`src/hdl/spq_pkg.sv`:
```
package spq_pkg;

  localparam int unsigned ValueW = 32;
  localparam int unsigned PriW   = 8;
  localparam int unsigned OccW   = 5;

  typedef enum logic [0:0] {
    OP_ENQ = 1'b0,
    OP_DEQ = 1'b1
  } opcode_t;

  typedef enum logic [1:0] {
    ST_ENQUEUED = 2'd0,
    ST_DEQUEUED = 2'd1,
    ST_FULL     = 2'd2,
    ST_EMPTY    = 2'd3
  } status_t;

  typedef struct packed {
    logic signed [ValueW-1:0] value;
    logic [PriW-1:0]          pri;
  } entry_t;

  // broadcast to every cell in the chain
  typedef struct packed {
    logic   enq;
    logic   deq;
    entry_t fresh;
  } ctrl_t;

endpackage

```
`src/hdl/sorted_priority_queue_top.sv`:
```
// channel | handshake          | payload
// request | in_valid, in_stall | opcode, in_value, in_priority
// result  | out_valid, out_stall | status, out_value, out_priority, occupancy
//
// each request completes at the edge that takes it: every cell compares its priority with the
// incoming one at once and shifts right (insert) or left (pop) in the same edge
// a new request is taken in every cycle while the result register is free or drained
// rst clears the fill count and result valid; cell contents need no reset
// a stalled result holds, and in_stall is raised only while it waits
module sorted_priority_queue_top #(
  parameter int unsigned CAPACITY = 16
) (
  input  logic        clk,
  input  logic        rst,
  input  logic        in_valid,
  output logic        in_stall,
  input  logic [0:0]  opcode,
  input  logic signed [31:0] in_value,
  input  logic [7:0]  in_priority,
  output logic        out_valid,
  input  logic        out_stall,
  output logic [1:0]  status,
  output logic signed [31:0] out_value,
  output logic [7:0]  out_priority,
  output logic [4:0]  occupancy
);
  import spq_pkg::*;

  localparam int unsigned CntW = $clog2(CAPACITY + 1);

  logic [CntW-1:0] count;
  logic [CntW-1:0] count_next;
  logic            accept;
  logic            full;
  logic            empty;
  ctrl_t           ctrl;
  entry_t          cell_data [CAPACITY];
  logic            cell_gt   [CAPACITY];
  logic            cell_occ  [CAPACITY];

  // result register parts the two sides; wait only when it holds an untaken result
  assign in_stall = out_valid && out_stall;
  assign accept   = in_valid && !in_stall;

  assign full  = (count == CntW'(CAPACITY));
  assign empty = (count == '0);

  always_comb begin
    ctrl.enq         = accept && (opcode == OP_ENQ) && !full;
    ctrl.deq         = accept && (opcode == OP_DEQ) && !empty;
    ctrl.fresh.value = in_value;
    ctrl.fresh.pri   = in_priority;
  end

  // fill count
  always_comb begin
    count_next = count;
    if (ctrl.enq) begin
      count_next = count + 1'b1;
    end else if (ctrl.deq) begin
      count_next = count - 1'b1;
    end
  end

  always_ff @(posedge clk) begin
    if (rst) begin
      count <= '0;
    end else begin
      count <= count_next;
    end
  end

  // chain of cells, cell 0 is the front of the queue
  for (genvar i = 0; i < CAPACITY; i++) begin : g_cell
    entry_t left_data;
    entry_t right_data;
    logic   left_gt;

    assign cell_occ[i] = (CntW'(i) < count);

    if (i == 0) begin : g_front
      assign left_gt   = 1'b0;
      assign left_data = ctrl.fresh;
    end else begin : g_mid
      assign left_gt   = cell_gt[i-1];
      assign left_data = cell_data[i-1];
    end

    if (i == CAPACITY - 1) begin : g_rear
      assign right_data = cell_data[i];
    end else begin : g_inner
      assign right_data = cell_data[i+1];
    end

    spq_cell u_cell (
      .clk        (clk),
      .ctrl       (ctrl),
      .occ        (cell_occ[i]),
      .left_gt    (left_gt),
      .left_data  (left_data),
      .right_data (right_data),
      .data       (cell_data[i]),
      .gt         (cell_gt[i])
    );
  end

  // result register
  always_ff @(posedge clk) begin
    if (rst) begin
      out_valid <= 1'b0;
    end else if (accept) begin
      out_valid <= 1'b1;
    end else if (!out_stall) begin
      out_valid <= 1'b0;
    end
  end

  always_ff @(posedge clk) begin
    if (accept) begin
      occupancy    <= 5'(count_next);
      out_value    <= '0;
      out_priority <= '0;
      case (opcode)
        OP_ENQ: begin
          status <= full ? ST_FULL : ST_ENQUEUED;
        end
        OP_DEQ: begin
          if (empty) begin
            status <= ST_EMPTY;
          end else begin
            status       <= ST_DEQUEUED;
            out_value    <= cell_data[0].value;
            out_priority <= cell_data[0].pri;
          end
        end
        default: begin
          status <= ST_EMPTY;
        end
      endcase
    end
  end

endmodule

```
`src/hdl/spq_cell.sv`:
```
module spq_cell (
  input  logic           clk,
  input  spq_pkg::ctrl_t ctrl,
  input  logic           occ,
  input  logic           left_gt,
  input  spq_pkg::entry_t left_data,
  input  spq_pkg::entry_t right_data,
  output spq_pkg::entry_t data,
  output logic           gt
);
  import spq_pkg::*;

  // empty slot or strictly larger priority number: new entry lands here or earlier
  assign gt = !occ || (data.pri > ctrl.fresh.pri);

  always_ff @(posedge clk) begin
    if (ctrl.enq && gt) begin
      data <= left_gt ? left_data : ctrl.fresh;
    end else if (ctrl.deq) begin
      data <= right_data;
    end
  end

endmodule

```
`config.mk`:
```
export PLATFORM = sky130hd
export DESIGN_NAME = sorted_priority_queue_top
export DESIGN_NICKNAME = d
export VERILOG_FILES = /design/src/hdl/spq_pkg.sv /design/src/hdl/sorted_priority_queue_top.sv /design/src/hdl/spq_cell.sv
export SDC_FILE = /design/constraint.sdc
export NUM_CORES = 2
export LEC_CHECK = 0
export BUFFER_PORTS_ARGS = -buffer_cell sky130_fd_sc_hd__clkbuf_2
export CORE_AREA = 2 2 392 239
export CTS_CLUSTER_SIZE = 30
export DETAILED_ROUTE_END_ITERATION = 8
export DIE_AREA = 0 0 394 241
export HOLD_SLACK_MARGIN = 0.03
export PLACE_DENSITY_LB_ADDON = 0.2
export SYNTH_ARGS = -nofsm -noshare
export SYNTH_HDL_FRONTEND = slang
export SYNTH_SLANG_ARGS = --single-unit
```
`constraint.sdc`:
```
create_clock -name clk -period 7.11 [get_ports clk]
set_input_delay 0.711 -clock clk [delete_from_list [all_inputs] [get_ports clk]]
set_output_delay 0.711 -clock clk [all_outputs]
set_load 0.02 [all_outputs]
```
==> results.py <==
metrics = {
    "status": {
        "outcome": "finished clean",
    },
    "die": {
        "core_mm2": 0.0911,
        "ios": 94,
        "die_w_um": 394,
        "placementRows": 86,
        "start_util": 0.408,
        "dieArea_mm2": 0.0950,
        "die_h_um": 241,
    },
    "route": {
        "drt_iter0_markers": 3062,
        "wirelength_um": 119000,
        "drtPass1Iterations": 6,
        "drc": 0,
        "ant_nets": 0,
        "vias": 26700,
        "wire_per_inst_um": 26.5,
        "viasPerCell": 5.92,
    },
    "sta": {
        "rsz0062_at_grt": "no",
        "fin_worst_skew_ns": 0.0278,
        "min_period_ns": 4.48,
        "finalSetupTns_ns": 0,
        "hold_violations": 0,
        "min_period_over_period": 0.630,
        "finalSetupViolations": 0,
        "fmax_ghz": 0.223,
        "max_slew.worst_pin.slew_ns": 1.30,
        "report.final.slew_viol_count": 0,
        "whs_ns": 0.274,
        "slew_headroom": 0.134,
    },
    "worst_setup_path": {
        "critPathBufInv": 3,
        "path_cells": "clkbuf_2, inv_1, ha_1, nand4_1, a211o_1, a21oi_4, buf_4, nand2b_2",
        "critPathMaxFanout": 81,
        "crit_path_start": "in_priority[4]",
        "cp_slowest_cell": "nand2b_2",
        "worstPathRequired_ns": 7.39,
        "cpPeakStageDelay_ns": 1.01,
        "reg2reg_slack_ns": 3.02,
        "reg2reg_from": "count[0]",
        "critPathArrivalTime_ns": 4.76,
        "cp-start-kind": "input pin",
        "crit_path_end_kind": "register",
        "path_depth": 8,
        "critical-path-top-delay-family": "buffers and inverters",
        "reg2regPathDepth": 8,
        "critPathCapture": "g_cell[9].u_cell.data[9]",
        "path_class": "in -> reg",
        "r2r_end": "g_cell[9].u_cell.data[9]",
    },
    "logic_synthesis": {
        "syn_avg_cell_area_um2": 11.5,
        "syn_nets": 3420,
        "synthArstFlopShare": 0,
        "synthesis.instances": 3243,
        "synth_area_leaders": "edfxtp_1 (55%), mux2i_1 (12%), nand2_1 (5.6%)",
        "yosysTopAreaCell": "edfxtp_1",
        "synth_top_flop_cell": "edfxtp_1",
        "synth_edf_count": 687,
        "yosysTopAreaCellShare": 0.554,
        "synth_xor_area_frac": 0.000941,
        "ys_ff_latch": 693,
        "synth_adder_area_share": 0.0444,
        "yosysSeqAreaShare": 0.558,
        "synthMuxAreaShare": 0.165,
        "yosys.cell_types.count": 60,
        "yosysWarnings": 0,
        "yosys.area_share.simple": 0.0931,
        "synth_top_family_by_area": "multiplexers",
        "syn_area_mm2": 0.0372,
        "synth_compound_area_frac": 0.106,
    },
    "finish": {
        "area_delta_synth_final_pct": 10.1,
        "fin_area_mm2": 0.0410,
        "utilization": 0.450,
        "register_area_mm2": 0.0207,
        "fillerInstances": 8420,
        "final_cells": 4504,
        "fin_nets": 3393,
        "multi_input_area_mm2": 0.0155,
        "drive_gt1_frac": 0.132,
    },
    "clock_network": {
        "cts_setup_buffers": 0,
        "numCtsBuffers": 71,
        "cts_hold_buffers": 0,
        "cts.path.max_buffers": 3,
        "clk_latency_ns": 0.68,
        "cts_sinks": 693,
        "cts_tree": "yes",
        "cts_max_level": 3,
        "ctsRootBufferMaster": "clkbuf_16",
        "ctsResizeCount": 0,
        "clkSlewWorstSetupHoldPaths_ns": 0.06,
    },
    "place": {
        "dp_hpwl_um": 77400,
        "portBuffers": 93,
        "dpl_cell_area_mm2": 0.0387,
        "globalplace.congestion": 0.915,
        "dp.cells": 4375,
    },
    "global_route": {
        "grt_pass1_vias": 25500,
        "grt_max_degree": 82,
        "grt.overflow.total": 0,
        "grtUsageTotal": 0.247,
        "antenna_found_initial": 3,
        "grt_pass1_wl_um": 174000,
    },
    "power": {
        "peakVddDrop_v": 0.000171,
        "power.density_mw_per_mm2": 335,
        "p_leak_nw": 15.8,
    },
    "job": {
        "drv_cap": 0,
    },
    "hold_path": {
        "hp-class": "in -> reg",
    },
}
## Yosys cell counts, types with 29 or more instances
master,instances
edfxtp_1,687
nand2_1,551
mux2i_1,442
o21ai_0,341
a21oi_1,175
nor2_1,139
mux2_2,134
ha_1,132
clkbuf_1,129
buf_2,89
a31oi_1,82
o21ai_1,66
and2_1,43
inv_1,29
## worst reg2reg max path, delay by kind of cell (launching register included)
| kind | cells | cell delay (ns) |
|---|---|---|
| adder cells (fa/ha/maj) | 1 | 0.28 |
| AND/OR/NAND/NOR | 3 | 1.60 |
| AO/OA/AOI/OAI | 1 | 0.16 |
| flip-flops | 1 | 0.54 |
| buffers and inverters | 3 | 1.09 |
## cells by family after synthesis
family	after synthesis
AOI/OAI and AO/OA	723
buffers and inverters	272
and+or+nand+nor	826
DFF	693
xor gates and xnor gates	4
muxes	593
adders and majority gates	132
## report_power, final
part	switching, mW	leakage, nW	internal [mW]
clock network	1.74	1.08	2.07
logic	2.34	8.13	1.29
registers	0.605	6.55	5.70
## cell usage in the layout (no fill, tap or decap), types with 8 or more instances in the layout
cell	synthesis	final
nor2_1	139	135
edfxtp_1	687	687
inv_1	29	28
a21oi_1	175	175
a31oi_1	82	82
nor2b_1	24	24
nand2b_1	12	8
and2_1	43	43
clkbuf_1	129	13
o21ai_1	66	62
o211ai_1	13	13
buf_4	10	48
o21ai_0	341	340
nand4_1	28	28
o21a_1	9	9
clkinv_1	0	16
clkbuf_2	0	93
nand2_1	551	540
ha_1	132	132
clkinv_2	0	9
mux2i_1	442	442
clkbuf_16	0	71
mux2_2	134	134
mux2_1	17	17
nand2_2	1	12
## cell type report
type	count	share of cell area
well taps	1232	0.0376
inverters	30	0.00275
clock buffers	84	0.0445
diodes	1	0.0000610
clock inverters	44	0.0102
repair buffers	142	0.0206
flip-flops and latches	693	0.506
multi-input cells	2278	0.378
## state kept, by name, summed over array words and instances, names as in the netlist
register and flops:
out_priority 8, out_valid 1, out_value 32, count 5, status 2, g_cell.u_cell.data 640
occupancy 5
## per-stage QoR
step / power [mW] / setup slack [ns]
after floorplan: 8.61 / 1.72
after global placement: 9.86 / 2.05
after detailed placement: 9.97 / 2.05
after CTS: 13.8 / 2.74
after global routing: 14.4 / 2.52
final: 13.8 / 2.63
## metal layers
| layer | up-vias | global-route usage | part of all wire |
|---|---|---|---|
| met5 | - | 0 | 0 |
| met4 | 0 | 0.0534 | 0.019 |
| met3 | 157 | 0.0820 | 0.12 |
| met2 | 1240 | 0.326 | 0.38 |
| met1 | 13400 | 0.383 | 0.48 |
| li1 | 11900 | - | - |
## how the worst min path moves through the flow
| stage | from | endpoint | slack [ns] | cells after the start |
|---|---|---|---|---|
| after detailed placement | g_cell[15].u_cell.data[23] | g_cell[14].u_cell.data[23] | 0.53 | 1 |
| after CTS | in_valid | out_valid | 0.25 | 3 |
| after global placement | g_cell[14].u_cell.data[8] | g_cell[13].u_cell.data[8] | 0.52 | 2 |
| after global routing | in_valid | out_valid | 0.28 | 3 |
| final | in_valid | out_valid | 0.27 | 3 |
| after floorplan | g_cell[13].u_cell.data[18] | g_cell[12].u_cell.data[18] | 0.51 | 2 |
Power figures use the tool's default switching activity.
